===== config.mk =====
export PLATFORM = sky130hd
export DESIGN_NAME = char_lcd_nibble_write_sequencer
export DESIGN_NICKNAME = d
export VERILOG_FILES = /design/src/design/lcdseq_pkg.sv /design/src/design/lcdseq_cfg.sv /design/src/design/lcdseq_core.sv /design/src/design/char_lcd_nibble_write_sequencer.sv
export SDC_FILE = /design/constraint.sdc
export NUM_CORES = 1
export LEC_CHECK = 0
export BUFFER_PORTS_ARGS = -buffer_cell sky130_fd_sc_hd__buf_2
export CORE_UTILIZATION = 25
export CTS_CLUSTER_DIAMETER = 120
export DETAILED_ROUTE_END_ITERATION = 12
export PLACE_DENSITY = 0.41
export SLEW_MARGIN = 20
export SYNTH_ARGS = -nofsm -noshare
export SYNTH_HDL_FRONTEND = slang
export SYNTH_SLANG_ARGS = --single-unit
export TNS_END_PERCENT = 50

===== constraint.sdc =====
create_clock -name clk -period 10.8 [get_ports clk]
set_input_delay 0 -clock clk [delete_from_list [all_inputs] [get_ports clk]]
set_output_delay 0 -clock clk [all_outputs]
set_load 0.01 [all_outputs]

===== src/design/lcdseq_pkg.sv =====
`timescale 1ns / 1ps
// ----------------------------------------------------------------------------
// lcdseq_pkg
// Shared types, codes and helpers for the character display write sequencer.
// ----------------------------------------------------------------------------
package lcdseq_pkg;

  localparam int DELAY_WIDTH = 8;
  localparam int CMP_W = (DELAY_WIDTH > 8) ? DELAY_WIDTH : 8;
  localparam logic [DELAY_WIDTH-1:0] DELAY_MAX = '1;

  localparam int INIT_COUNT = 5;

  typedef enum logic [1:0] {
    OP_TICK   = 2'd0,
    OP_DATA   = 2'd1,
    OP_CMD    = 2'd2,
    OP_CURSOR = 2'd3
  } opcode_t;

  typedef enum logic [1:0] {
    ST_TICK   = 2'd0,
    ST_ACCEPT = 2'd1,
    ST_BUSY   = 2'd2,
    ST_NONE   = 2'd3
  } status_t;

  localparam logic [1:0] REG_POWER_UP  = 2'd0;
  localparam logic [1:0] REG_SETUP     = 2'd1;
  localparam logic [1:0] REG_PULSE     = 2'd2;
  localparam logic [1:0] REG_LONG_WAIT = 2'd3;

  typedef enum logic [7:0] {
    PH_POWER  = 8'b0000_0001,
    PH_IDLE   = 8'b0000_0010,
    PH_SETUP  = 8'b0000_0100,
    PH_HIGH   = 8'b0000_1000,
    PH_GAP    = 8'b0001_0000,
    PH_LOW    = 8'b0010_0000,
    PH_SETTLE = 8'b0100_0000,
    PH_LONG   = 8'b1000_0000
  } phase_t;

  typedef struct packed {
    logic [7:0] power_up_ticks;
    logic [7:0] setup_ticks;
    logic [7:0] pulse_ticks;
    logic [7:0] long_wait_ticks;
  } cfg_t;

  typedef struct packed {
    logic       reg_select;
    logic       enable_pin;
    logic [3:0] data_nibble;
    logic       busy_res;
    logic [1:0] status;
  } result_t;

  function automatic logic [7:0] init_byte(input logic [2:0] step);
    logic [7:0] b;
    unique case (step)
      3'd0:    b = 8'h02;
      3'd1:    b = 8'h28;
      3'd2:    b = 8'h0C;
      3'd3:    b = 8'h01;
      3'd4:    b = 8'h06;
      default: b = 8'h00;
    endcase
    return b;
  endfunction

  function automatic logic [DELAY_WIDTH-1:0] clamp_delay(input logic [7:0] v,
                                                         input logic at_least_one);
    logic [CMP_W-1:0] x;
    x = CMP_W'(v);
    if (at_least_one && (v == 8'd0)) x = CMP_W'(1);
    if (x > CMP_W'(DELAY_MAX)) x = CMP_W'(DELAY_MAX);
    return DELAY_WIDTH'(x);
  endfunction

endpackage


===== src/design/lcdseq_cfg.sv =====
`timescale 1ns / 1ps
// ----------------------------------------------------------------------------
// lcdseq_cfg
// Timing register file, written through a plain write port.
// ----------------------------------------------------------------------------
module lcdseq_cfg (
  input  logic               clk,
  input  logic               rst,
  input  logic               cfg_we,
  input  logic [1:0]         cfg_index,
  input  logic [7:0]         cfg_data,
  output lcdseq_pkg::cfg_t   cfg
);
  import lcdseq_pkg::*;

  always_ff @(posedge clk) begin
    if (rst) begin
      cfg.power_up_ticks  <= 8'd45;
      cfg.setup_ticks     <= 8'd1;
      cfg.pulse_ticks     <= 8'd1;
      cfg.long_wait_ticks <= 8'd2;
    end else if (cfg_we) begin
      unique case (cfg_index)
        REG_POWER_UP:  cfg.power_up_ticks  <= cfg_data;
        REG_SETUP:     cfg.setup_ticks     <= cfg_data;
        REG_PULSE:     cfg.pulse_ticks     <= cfg_data;
        REG_LONG_WAIT: cfg.long_wait_ticks <= cfg_data;
      endcase
    end
  end

endmodule


===== src/design/lcdseq_core.sv =====
`timescale 1ns / 1ps
// ----------------------------------------------------------------------------
// lcdseq_core
// Sequencer state and its combinational update for one transaction.
// ----------------------------------------------------------------------------
module lcdseq_core (
  input  logic                clk,
  input  logic                rst,
  input  logic                step,
  input  lcdseq_pkg::cfg_t    cfg,
  input  logic [1:0]          opcode,
  input  logic [7:0]          byte_value,
  input  logic [5:0]          column,
  input  logic                row,
  output lcdseq_pkg::result_t result
);
  import lcdseq_pkg::*;

  phase_t                 phase, phase_next;
  logic [DELAY_WIDTH-1:0] tick_count, tick_count_next;
  logic [7:0]             pending_byte, pending_byte_next;
  logic                   pending_is_data, pending_is_data_next;
  logic                   needs_long_wait, needs_long_wait_next;
  logic [2:0]             init_step, init_step_next;
  logic                   init_done, init_done_next;

  logic                   idle;
  logic [DELAY_WIDTH-1:0] limit;
  logic [DELAY_WIDTH-1:0] cnt_inc;
  logic                   timed_done;
  logic                   load_req;
  logic [7:0]             load_val;
  logic                   load_data;
  logic                   finish;
  logic [2:0]             step_inc;
  logic [1:0]             status;

  assign idle = init_done && (phase == PH_IDLE);
  assign cnt_inc = (tick_count == DELAY_MAX) ? tick_count : tick_count + 1'b1;
  assign step_inc = init_step + 3'd1;

  always_comb begin
    unique case (phase)
      PH_POWER: limit = clamp_delay(cfg.power_up_ticks, 1'b1);
      PH_SETUP: limit = clamp_delay(cfg.setup_ticks, 1'b1);
      PH_HIGH,
      PH_LOW:   limit = clamp_delay(cfg.pulse_ticks, 1'b1);
      PH_LONG:  limit = clamp_delay(cfg.long_wait_ticks, 1'b1);
      default:  limit = DELAY_WIDTH'(1);
    endcase
  end

  assign timed_done = (cnt_inc >= limit);

  always_comb begin
    phase_next           = phase;
    tick_count_next      = tick_count;
    pending_byte_next    = pending_byte;
    pending_is_data_next = pending_is_data;
    needs_long_wait_next = needs_long_wait;
    init_step_next       = init_step;
    init_done_next       = init_done;
    load_req             = 1'b0;
    load_val             = 8'h00;
    load_data            = 1'b0;
    finish               = 1'b0;
    status               = ST_TICK;

    if (opcode == OP_TICK) begin
      status = ST_TICK;
      if (phase != PH_IDLE) tick_count_next = timed_done ? '0 : cnt_inc;
      unique case (phase)
        PH_POWER: begin
          if (timed_done) begin
            init_step_next = 3'd0;
            load_req       = 1'b1;
            load_val       = init_byte(3'd0);
          end
        end
        PH_SETUP:  if (timed_done) phase_next = PH_HIGH;
        PH_HIGH:   if (timed_done) phase_next = PH_GAP;
        PH_GAP:    if (timed_done) phase_next = PH_LOW;
        PH_LOW:    if (timed_done) phase_next = PH_SETTLE;
        PH_SETTLE: begin
          if (timed_done) begin
            if (needs_long_wait && (cfg.long_wait_ticks != 8'd0)) phase_next = PH_LONG;
            else finish = 1'b1;
          end
        end
        PH_LONG:   if (timed_done) finish = 1'b1;
        default: begin
        end
      endcase

      if (finish) begin
        tick_count_next = '0;
        if (!init_done) begin
          init_step_next = step_inc;
          if (step_inc >= 3'(INIT_COUNT)) begin
            init_done_next = 1'b1;
            phase_next     = PH_IDLE;
          end else begin
            load_req = 1'b1;
            load_val = init_byte(step_inc);
          end
        end else begin
          phase_next = PH_IDLE;
        end
      end
    end else if (!idle) begin
      status = ST_BUSY;
    end else begin
      status   = ST_ACCEPT;
      load_req = 1'b1;
      unique case (opcode)
        OP_DATA: begin
          load_val  = byte_value;
          load_data = 1'b1;
        end
        OP_CMD:  load_val = byte_value;
        default: load_val = 8'h80 | {2'b00, column} | {1'b0, row, 6'b00_0000};
      endcase
    end

    if (load_req) begin
      pending_byte_next    = load_val;
      pending_is_data_next = load_data;
      needs_long_wait_next = !load_data && (load_val >= 8'h01) && (load_val <= 8'h03);
      phase_next           = PH_SETUP;
      tick_count_next      = '0;
    end
  end

  always_comb begin
    result.reg_select  = pending_is_data_next;
    result.enable_pin  = (phase_next == PH_HIGH) || (phase_next == PH_LOW);
    result.data_nibble = ((phase_next == PH_SETUP) || (phase_next == PH_HIGH))
                         ? pending_byte_next[7:4] : pending_byte_next[3:0];
    result.busy_res    = !(init_done_next && (phase_next == PH_IDLE));
    result.status      = status;
  end

  always_ff @(posedge clk) begin
    if (rst) begin
      phase           <= PH_POWER;
      tick_count      <= '0;
      pending_byte    <= 8'h00;
      pending_is_data <= 1'b0;
      needs_long_wait <= 1'b0;
      init_step       <= 3'd0;
      init_done       <= 1'b0;
    end else if (step) begin
      phase           <= phase_next;
      tick_count      <= tick_count_next;
      pending_byte    <= pending_byte_next;
      pending_is_data <= pending_is_data_next;
      needs_long_wait <= needs_long_wait_next;
      init_step       <= init_step_next;
      init_done       <= init_done_next;
    end
  end

endmodule


===== src/design/char_lcd_nibble_write_sequencer.sv =====
`timescale 1ns / 1ps
// ----------------------------------------------------------------------------
// char_lcd_nibble_write_sequencer
// 4-bit character display write sequencer with power-up init list.
// ----------------------------------------------------------------------------
// One transaction is taken every clock cycle unless item_stall is raised. Each
// item is registered on entry, the sequencer state is updated from it
// combinationally, and the pin levels land in a result register that holds
// while the output side is stalled. Display time passes only through tick
// items; the power-up wait, setup, pulse and long-wait lengths are counted in
// ticks and set by the timing registers. Writes arriving while the init list
// or a byte transfer runs are answered as refused.
module char_lcd_nibble_write_sequencer (
  input  logic       clk,
  input  logic       rst,
  input  logic       cfg_we,
  input  logic [1:0] cfg_index,
  input  logic [7:0] cfg_data,
  input  logic       item_valid,
  output logic       item_stall,
  input  logic [1:0] opcode,
  input  logic [7:0] byte_value,
  input  logic [5:0] column,
  input  logic       row,
  output logic       result_valid,
  input  logic       result_stall,
  output logic       reg_select,
  output logic       enable_pin,
  output logic [3:0] data_nibble,
  output logic       busy_res,
  output logic [1:0] status
);
  import lcdseq_pkg::*;

  cfg_t       cfg;
  result_t    result;
  logic       item_q_valid;
  logic [1:0] opcode_q;
  logic [7:0] byte_value_q;
  logic [5:0] column_q;
  logic       row_q;
  logic       out_free;
  logic       step;

  assign out_free   = !result_valid || !result_stall;
  assign step       = item_q_valid && out_free;
  assign item_stall = item_q_valid && !out_free;

  lcdseq_cfg u_cfg (
    .clk       (clk),
    .rst       (rst),
    .cfg_we    (cfg_we),
    .cfg_index (cfg_index),
    .cfg_data  (cfg_data),
    .cfg       (cfg)
  );

  lcdseq_core u_core (
    .clk        (clk),
    .rst        (rst),
    .step       (step),
    .cfg        (cfg),
    .opcode     (opcode_q),
    .byte_value (byte_value_q),
    .column     (column_q),
    .row        (row_q),
    .result     (result)
  );

  always_ff @(posedge clk) begin
    if (rst) begin
      item_q_valid <= 1'b0;
    end else if (!item_stall) begin
      item_q_valid <= item_valid;
    end
  end

  always_ff @(posedge clk) begin
    if (!item_stall && item_valid) begin
      opcode_q     <= opcode;
      byte_value_q <= byte_value;
      column_q     <= column;
      row_q        <= row;
    end
  end

  always_ff @(posedge clk) begin
    if (rst) begin
      result_valid <= 1'b0;
    end else if (out_free) begin
      result_valid <= step;
    end
  end

  always_ff @(posedge clk) begin
    if (step) begin
      reg_select  <= result.reg_select;
      enable_pin  <= result.enable_pin;
      data_nibble <= result.data_nibble;
      busy_res    <= result.busy_res;
      status      <= result.status;
    end
  end

endmodule


==> run_results.csv, run 1 <==
group,metric,value,unit
clocking,cts_resized,0,
drt,first_pass_iters,5,
logic_synthesis,synth_cells,530,
drt,routed_wl,12900,microns
global_route,grt_usage,0.139,
critical_path,r2r_slack,5.61,ns
placement,gp_congestion,0.833,
placement,port_buffers,42,
sta,hold_violations,0,
logic_synthesis,synthFlopType,"dfxtp_1",
logic_synthesis,synth_area_leaders,"dfxtp_1 (27%), edfxtp_1 (17%), nand2_1 (5.8%)",
critical_path,path_cells,"nor4_1 -> nand2_1 -> nor2_1 -> a222oi_1 -> a21boi_0 -> ha_1 -> a31oi_1 -> nor2b_1 -> o211ai_1 -> nand2_1 -> a32oi_1 -> nand4_1 -> or3_1 -> a311o_1",
floorplan,dieArea,0.0194,sq mm
final_layout,mostFrequentLayoutCells,"nand2_1 (73), dfxtp_1 (64), nor2_1 (54), a21oi_1 (50), buf_2 (42)",
placement,place_area,0.00513,sq mm
logic_synthesis,ys_warn_count,0,
logic_synthesis,synth_compound_area_frac,0.207,
critical_path,crit_fanout,11,
power_and_ir_drop,power.density,134,mW/mm^2
global_route,grt_pass1_vias,4010,
clocking,cts_buffers,9,
logic_synthesis,synth.top_cell.area_share,0.272,
sta,worst_pin_slew,0.990,ns
drt,drtIter0Drc,246,
logic_synthesis,synth.avg_cell_area,8.90,sq um
global_route,grt_pass1_wl,21300,microns
power_and_ir_drop,peakVddDrop,69.5,uV
drt,wl_per_cell,15.6,microns
final_layout,syn2layout_area_growth,20.6,%
logic_synthesis,synth_xor_area_frac,0.0220,
final_layout,fin_area,0.00569,sq mm
drt,routed_via_density,5.03,
final_layout,final_common_cell,"nand2_1",
floorplan,die_h,139,microns
logic_synthesis,synth_largest_area_cell,"dfxtp_1",
critical_path,max_stage_delay,0.55,ns
final_layout,drive_above_1_share,0.121,
global_route,grt_max_degree,65,
logic_synthesis,synth_cell_types,65,
critical_path,crit_top_cell,"nand2_1",
sta,max_slew_margin,0.335,
critical_path,worst-endpoint-required,10.90,ns
sta,fmax,193,MHz
global_route,antenna_found_initial,0,
critical_path,cp-end-kind,"flop",
power_and_ir_drop,p_leak,2.06,nW
critical_path,cp-start-kind,"flop",
floorplan,die_x,139,microns
floorplan,io_pins,43,
global_route,grt.overflow.total,0,
clocking,cts.clk_slew.worst_paths,0.06,ns
critical_path,cp_slowest_cell,"nor4_1",
logic_synthesis,synth_edf_count,26,
sta,post-route-period-util,0.480,
logic_synthesis,ys_ff_latch,90,
logic_synthesis,synthAdderAreaFrac,0.0424,
clocking,cts_tree,"done",
clocking,clkLatencyLatePin,0.35,ns
final_layout,nNetsFinal,636,
clocking,ctsHoldBuffers,27,
logic_synthesis,syn_area,0.00472,sq mm
logic_synthesis,ys_seq_area_frac,0.437,
critical_path,cp_num_buf_inv,0,
logic_synthesis,muxShareOfSynthArea,0.0278,
clocking,cts-root-buf,"clkbuf_16",
drt,drt.antenna.violating_nets,0,
critical_path,worstSetupPathType,"reg -> reg",
clocking,h-tree-depth,3,
worst_hold_path,min_path_type,"in -> reg",
sta,drv_slew,0,
floorplan,start_util,0.259,
clocking,post_cts_buffers,0,
final_layout,antenna_cells,0,
sta,period_needed,5.19,ns
clocking,clock-sinks,90,
sta,setup_tns,0,ns
sta,finalClockSkew,0.00462,ns
critical_path,cp.arrival,5.29,ns
drt,post-route-drc-count,0,
power_and_ir_drop,p_total,762,uW
logic_synthesis,synthArstFlopShare,0,
run_status,status,"complete, no violations",
drt,num_vias,4134,
clocking,clockBufferDepth,2,
placement,hpwl,9330,microns
critical_path,cp_top_family,"simple AND/OR/NAND/NOR gates",
logic_synthesis,synth_top_family_by_area,"simple AND/OR/NAND/NOR gates",
floorplan,core-area,0.0182,sq mm
floorplan,placementRows,49,
logic_synthesis,synth_fp_nets,578,
sta,setup_violations,0,
sta,rsz0062_at_grt,"false",
flow_run,drv_cap,0,
logic_synthesis,synthSimpleGateAreaFrac,0.229,
sequential cells by signal, summed over array words and instances, names as in the netlist, 2 cells and up:
name,cells
u_core.tick_count,8
u_core.init_step,3
u_cfg.cfg,32
status,2
byte_value_q,8
data_nibble,4
u_core.phase,8
opcode_q,2
column_q,6
u_core.pending_byte,8
worst paths after layout:
| kind | start | end | cells after the start |
|---|---|---|---|
| max | u_core.phase[2] | data_nibble[0] | 14 |
| min | cfg_index[0] | u_cfg.cfg[11] | 4 |
| max reg2reg | u_core.phase[2] | data_nibble[0] | 14 |
| min reg2reg | u_core.pending_is_data | u_core.pending_is_data | 2 |
through the flow:
step                utilization  hold WS (ns)  instances  setup slack [ns]
floorplan                     -        0.0989        530              6.23
global placement          0.282         0.177        779              5.83
detailed placement        0.282         0.178        779              5.66
CTS                       0.312        0.0771        822              5.65
global route              0.312         0.132        822              5.20
finish                    0.312        0.0920        822              5.61
metal layers:
metal  share of wire  global-route usage
met1            0.49               0.189
met2            0.44               0.214
met3           0.048              0.0237
met4           0.022              0.0667
met5               0                   0
Yosys cell counts, types with 6 or more instances:
| cell | instances |
|---|---|
| a211oi_1 | 8 |
| nor3_1 | 11 |
| inv_1 | 11 |
| a211o_1 | 6 |
| nor2b_1 | 9 |
| nor4_1 | 9 |
| nand2_1 | 73 |
| a31oi_1 | 7 |
| edfxtp_1 | 26 |
| ha_1 | 16 |
| a21oi_1 | 50 |
| mux2i_1 | 12 |
| o211ai_1 | 6 |
| o21ai_0 | 13 |
| dfxtp_1 | 64 |
| nor2_1 | 54 |
| nand3_1 | 10 |
| a222oi_1 | 7 |
| a21boi_0 | 8 |
| nand2b_1 | 7 |
| clkbuf_1 | 22 |
worst min-delay path: stages:
cell     delay [ns]
buf_2          0.13
nor2_1         0.13
nand2_1        0.09
a21oi_1        0.05
logic make-up (layout without fill, tap and decap cells):
kind of cell             after synthesis  count (layout)
adder cells (fa/ha/maj)               16              16
AO/OA/AOI/OAI                        143             143
AND/OR/NAND/NOR                      218             218
multiplexers                          13              13
XOR/XNOR                              11              11
buffers and inverters                 39             102
flip-flops                            90              90
layout make-up:
class / instances / area (sq um)
sequential: 90 / 2060
timing repair buffer: 73 / 510
clock buffer: 10 / 229
inverter: 13 / 53.8
multi-input combinational: 401 / 2490
fill: 1855 / 12500
clock inverter: 6 / 57.6
tap: 229 / 287
where the power goes:
part	switching, mW	internal, mW
Clock	0.133	0.177
Sequential	0.00859	0.359
Combinational	0.0490	0.0356
(Power assumes the default switching activity.)
==> run 2: changes to the inputs <==
- ABC_AREA: unset -> 1
- clock period: 10.8 -> 4.9 ns (I/O delays scaled with it)
==> run_results.csv, run 2 <==
group,metric,value,unit
placement,port_buffers,42,
critical_path,r2r_slack,0.73,ns
critical_path,worst-endpoint-required,5.01,ns
critical_path,cp.arrival,4.28,ns
final_layout,utilization,0.314,
sta,setup_tns,0,ns
sta,post-route-period-util,0.852,
clocking,clockBufferDepth,2,
logic_synthesis,synth.avg_cell_area,7.47,sq um
final_layout,largest_register_ffs,32,
final_layout,top_register,"u_cfg.cfg",
drt,drt.antenna.violating_nets,0,
drt,num_vias,4438,
final_layout,drive_above_1_share,0.136,
run_status,status,"complete, no violations",
worst_hold_path,whs_endpoint,"u_cfg.cfg[8]",
final_layout,antenna_cells,0,
logic_synthesis,synthFlopType,"dfxtp_1",
sta,worst_pin_slew,0.689,ns
power_and_ir_drop,netSwitchingFraction,0.285,
worst_hold_path,min_from,"cfg_we",
floorplan,core-area,0.0189,sq mm
placement,hpwl,10200,microns
floorplan,die_x,142,microns
logic_synthesis,synth_edf_count,26,
drt,drtIter0Drc,249,
logic_synthesis,synth_fp_nets,699,
clocking,cts_resized,0,
power_and_ir_drop,p_int,1.31,mW
final_layout,nFillCells,2072,
placement,gp_congestion,0.863,
critical_path,crit_top_cell,"nand2_1",
critical_path,timing.rr.end,"data_nibble[0]",
global_route,grt_pass1_vias,4369,
sta,finalClockSkew,0.00854,ns
critical_path,max_stage_delay,0.45,ns
logic_synthesis,syn_area,0.00487,sq mm
sta,period_needed,4.17,ns
final_layout,final_common_cell,"nand2_1",
drt,wl_per_cell,14.1,microns
drt,routed_via_density,4.52,
critical_path,r2r-start,"u_core.phase[4]",
sta,setup_violations,0,
global_route,grt_max_degree,42,
final_layout,nNetsFinal,765,
power_and_ir_drop,pwr-share-comb,0.149,
logic_synthesis,synth_cell_types,47,
logic_synthesis,ys_top_cells_by_count,"nand2_1 (151), inv_1 (78), nor2_1 (65)",
sta,max_slew_margin,0.537,
worst_hold_path,min_path_type,"in -> reg",
drt,first_pass_iters,5,
power_and_ir_drop,power.switching,521,uW
logic_synthesis,yosysMostFrequentCell,"nand2_1",
logic_synthesis,ys_ff_latch,90,
sta,drv_slew,0,
global_route,grt_pass1_wl,22800,microns
critical_path,worstSetupPathType,"reg -> reg",
global_route,grt_usage,0.148,
floorplan,io_pins,43,
drt,post-route-drc-count,0,
power_and_ir_drop,pwr-share-seq,0.448,
clocking,clkLatencyLatePin,0.35,ns
logic_synthesis,ys_seq_area_frac,0.424,
logic_synthesis,synth_cells,651,
final_layout,syn2layout_area_growth,21.8,%
floorplan,die_h,142,microns
logic_synthesis,synth_area_leaders,"dfxtp_1 (26%), edfxtp_1 (16%), nand2_1 (12%)",
clocking,cts.clk_slew.worst_paths,0.07,ns
final_layout,mostFrequentLayoutCells,"nand2_1 (151), inv_1 (77), nor2_1 (64), dfxtp_1 (64), a21oi_1 (50)",
global_route,grt.overflow.total,0,
sta,rsz0062_at_grt,"false",
clocking,cts_buffers,9,
clocking,clock-sinks,90,
worst_hold_path,min_path_cells,5,
floorplan,dieArea,0.0200,sq mm
sta,hold_violations,0,
logic_synthesis,synth.top_cell.area_share,0.263,
global_route,antenna_found_initial,0,
drt,routed_wl,13900,microns
critical_path,reg2reg_depth,27,
logic_synthesis,synthArstFlopShare,0,
logic_synthesis,ys_warn_count,0,
floorplan,start_util,0.258,
clocking,h-tree-depth,3,
clocking,cts_tree,"done",
logic_synthesis,synth_largest_area_cell,"dfxtp_1",
critical_path,cp-start-kind,"flop",
critical_path,crit_fanout,14,
power_and_ir_drop,p_leak,2.50,nW
power_and_ir_drop,clkPwrFrac,0.404,
critical_path,cp_slowest_cell,"dfxtp_1",
flow_run,drv_cap,0,
clocking,cts-root-buf,"clkbuf_16",
floorplan,placementRows,50,
sta,fmax,240,MHz
critical_path,cp-end-kind,"flop",
power_and_ir_drop,peakVddDrop,172,uV
power_and_ir_drop,power.density,309,mW/mm^2
[run 2: cell count changes in the layout (fill, tap and decap cells not counted), moves of 8 or more]
| cell | delta |
|---|---|
| o21ai_0 | +30 |
| mux2i_1 | -11 |
| nand3_1 | +24 |
| nand2_1 | +78 |
| nor2b_1 | -9 |
| a21boi_0 | -8 |
| inv_1 | +66 |
| nor2_2 | +8 |
| nor2_1 | +10 |
[run 2: routing by layer]
metal	global-route usage	vias up	share of wire
li1	-	2310	-
met1	0.189	2055	0.48
met2	0.247	57	0.48
met3	0.0280	16	0.025
met4	0.0543	0	0.018
met5	0	-	0
[run 2: power by group through the flow]
stage / Combinational (mW) / Clock (mW) / Sequential [mW]
after global routing: 0.309 / 0.797 / 0.824
after global placement: 0.253 / 0 / 0.837
final: 0.272 / 0.739 / 0.820
after CTS: 0.275 / 0.761 / 0.821
after detailed placement: 0.257 / 0 / 0.837
after floorplan: 0.182 / 0 / 0.832
[run 2: area by class of cell]
cell class | count | area [sq um] | share of cell area
timing repair buffer | 73 | 513 | 0.0865
inverter | 86 | 325 | 0.0549
multi-input combinational | 457 | 2390 | 0.403
sequential | 90 | 2060 | 0.348
tap | 260 | 325 | 0.0549
clock inverter | 6 | 73.8 | 0.0125
clock buffer | 10 | 239 | 0.0403
[run 2: worst max path at each step]
| stage | end | startpoint | cells past startpoint | slack [ns] |
|---|---|---|---|---|
| 2_1_floorplan | data_nibble[1] | u_core.phase[4] | 28 | 1.63 |
| 3_3_place_gp | data_nibble[3] | u_core.phase[5] | 27 | 0.88 |
| 3_5_place_dp | data_nibble[3] | u_core.phase[4] | 21 | 0.76 |
| 4_1_cts | data_nibble[2] | u_core.phase[4] | 21 | 0.74 |
| 5_1_grt | data_nibble[3] | u_core.phase[4] | 21 | 0.20 |
| 6_report | data_nibble[0] | u_core.phase[4] | 27 | 0.73 |
[run 2: cells by family (layout without fill, tap and decap cells)]
group	count (synthesis)	after routing	share of synthesized area
flip-flops	90	90	0.424
XOR/XNOR	5	5	0.00900
adder cells (fa/ha/maj)	16	16	0.0411
AO/OA/AOI/OAI	133	133	0.154
buffers and inverters	104	175	0.0856
multiplexers	1	1	0.00206
AND/OR/NAND/NOR	302	302	0.285
[run 2: timing repair]
item                      CTS  global route
hold buffers               28             0
buffers inserted            0             0
hold endpoints to repair   42             0
[run 2: metrics by stage]
stage / instances / instance area, sq um / hold WS (ns) / setup slack, ns / total power, mW
6_report: 982 / 5930 / 0.0250 / 0.727 / 1.83
3_5_place_dp: 938 / 5340 / 0.179 / 0.761 / 1.09
5_1_grt: 982 / 5930 / 0.0294 / 0.200 / 1.93
4_1_cts: 982 / 5930 / 0.0105 / 0.740 / 1.86
2_1_floorplan: 651 / 4870 / 0.0785 / 1.63 / 1.01
3_3_place_gp: 938 / 5340 / 0.177 / 0.877 / 1.09
[run 2: worst max-delay path: cells and delay by family, from the launching register on]
family / cells / cell delay (ns)
buf+inv: 2 / 0.42
compound gates: 3 / 0.31
fa+ha+maj: 1 / 0.27
flops: 1 / 0.45
simple gates: 21 / 2.46
==> run 3: changes to the inputs <==
- CORE_UTILIZATION: 25 -> 54
- PLACE_DENSITY: 0.41 -> 0.74
==> run_results.csv, run 3 (synthesis gave the netlist of run 2 again) <==
group,metric,value,unit
power_and_ir_drop,pwr-share-seq,0.514,
critical_path,reg2reg_depth,27,
critical_path,cp_num_buf_inv,2,
clocking,clkLatencyLatePin,0.36,ns
critical_path,cp.arrival,4.35,ns
global_route,grt_usage,0.250,
sta,rsz0062_at_grt,"false",
critical_path,max_stage_delay,0.54,ns
sta,period_needed,4.22,ns
power_and_ir_drop,pwr-share-comb,0.161,
clocking,ctsHoldBuffers,28,
power_and_ir_drop,netSwitchingFraction,0.292,
power_and_ir_drop,power.density,285,mW/mm^2
critical_path,worstSetupPathType,"reg -> reg",
drt,routed_via_density,5.46,
clocking,cts-root-buf,"clkbuf_8",
sta,setup_violations,0,
final_layout,mostFrequentLayoutCells,"nand2_1 (151), inv_1 (78), nor2_1 (65), dfxtp_1 (64), a21oi_1 (50)",
sta,fmax,237,MHz
global_route,antenna_found_initial,0,
final_layout,nFillCells,726,
final_layout,antenna_cells,0,
floorplan,placementRows,34,
global_route,grt_pass1_vias,4226,
placement,port_buffers,42,
power_and_ir_drop,p_total,1.60,mW
final_layout,utilization,0.643,
clocking,cts.clk_slew.worst_paths,0.09,ns
power_and_ir_drop,clkPwrFrac,0.325,
sta,fin_ws,0.679,ns
critical_path,worst-path-stages,27,
drt,drtIter0Drc,299,
final_layout,drive_above_1_share,0.129,
critical_path,cp_slowest_cell,"nand2_1",
power_and_ir_drop,peakVddDrop,193,uV
drt,first_pass_iters,5,
drt,post-route-drc-count,0,
global_route,grt_pass1_wl,19300,microns
critical_path,worst-endpoint-required,5.03,ns
flow_run,drv_cap,0,
placement,gp_congestion,0.925,
sta,timing.hold.ws,0.0107,ns
sta,hold_violations,0,
run_status,status,"complete, no violations",
final_layout,fin_area,0.00561,sq mm
critical_path,crit_fanout,21,
floorplan,io_pins,43,
clocking,cts_tree,"done",
final_layout,top_register,"u_cfg.cfg",
placement,post-place-ws,0.743,ns
final_layout,syn2layout_area_growth,15.3,%
clocking,clockBufferDepth,2,
worst_hold_path,min_path_cells,4,
sta,worst_pin_slew,1.06,ns
global_route,grt_max_degree,42,
critical_path,cp-end-kind,"flop",
floorplan,die_h,96.9,microns
final_layout,nNetsFinal,764,
drt,drt.antenna.violating_nets,0,
clocking,cts_buffers,9,
final_layout,layout.cells.non_filler,829,
critical_path,cp-start-kind,"flop",
sta,max_slew_margin,0.291,
power_and_ir_drop,p_int,1.13,mW
placement,hpwl,8230,microns
placement,place_area,0.00513,sq mm
final_layout,final_common_cell,"nand2_1",
floorplan,start_util,0.558,
critical_path,crit_top_cell,"nand2_1",
drt,routed_wl,11500,microns
sta,finalClockSkew,0.00921,ns
drt,num_vias,4528,
clocking,post_cts_buffers,0,
global_route,grt.overflow.total,0,
placement,dp.cells,785,
power_and_ir_drop,power.switching,465,uW
clocking,cts_resized,0,
final_layout,largest_register_ffs,32,
power_and_ir_drop,p_leak,2.44,nW
clocking,h-tree-depth,3,
floorplan,core-area,0.00872,sq mm
clocking,clock-sinks,90,
sta,setup_tns,0,ns
sta,drv_slew,0,
critical_path,cp_top_family,"simple AND/OR/NAND/NOR gates",
worst_hold_path,min_path_type,"in -> reg",
sta,post-route-period-util,0.861,
drt,wl_per_cell,13.9,microns
floorplan,die_x,96.9,microns
floorplan,dieArea,0.00939,sq mm
==> run 3: changes by cell type in the layout (fill, tap and decap cells not counted), sizes merged <==
| cell | change |
|---|---|
| clkbuf | +1 |
| buf | -1 |
| clkinvlp | +2 |
| clkinv | -3 |
==> run 3: per-layer routing <==
metal  vias up  GRT usage  wire length, microns
met1      2071      0.349                  5440
li1       2295          -                     -
met3        17     0.0296                   629
met5         -          0                     0
met2       145      0.405                  5280
met4         0     0.0815                   164
==> run 3: area by class of cell <==
| cell class | instances | area [sq um] | area share |
|---|---|---|---|
| repair buffers | 72 | 505 | 0.0901 |
| well taps | 108 | 135 | 0.0241 |
| clock inverters | 5 | 62.6 | 0.0112 |
| multi-input cells | 457 | 2390 | 0.426 |
| clock buffers | 11 | 131 | 0.0234 |
| flip-flops and latches | 90 | 2060 | 0.368 |
| inverters | 86 | 325 | 0.0580 |
==> run 3: power by group through the flow <==
stage	logic (mW)	clock network (mW)	registers, mW
6_report	0.258	0.519	0.820
5_1_grt	0.290	0.552	0.823
4_1_cts	0.254	0.522	0.819
3_5_place_dp	0.236	0	0.836
3_3_place_gp	0.230	0	0.835
2_1_floorplan	0.182	0	0.832
==> run 3: final timing paths <==
kind                                             start                endpoint  slack [ns]
worst max-delay path                   u_core.phase[6]          data_nibble[3]        0.68
worst min register to register  u_core.pending_is_data  u_core.pending_is_data        0.47
worst max register to register         u_core.phase[6]          data_nibble[3]        0.68
worst min-delay path                      cfg_index[1]           u_cfg.cfg[16]        0.01
==> run 3: tightest hold or removal path: stages <==
cell and delay, ns:
buf_2 0.10, nor2_1 0.09, nand2_1 0.07, nand3_1 0.06
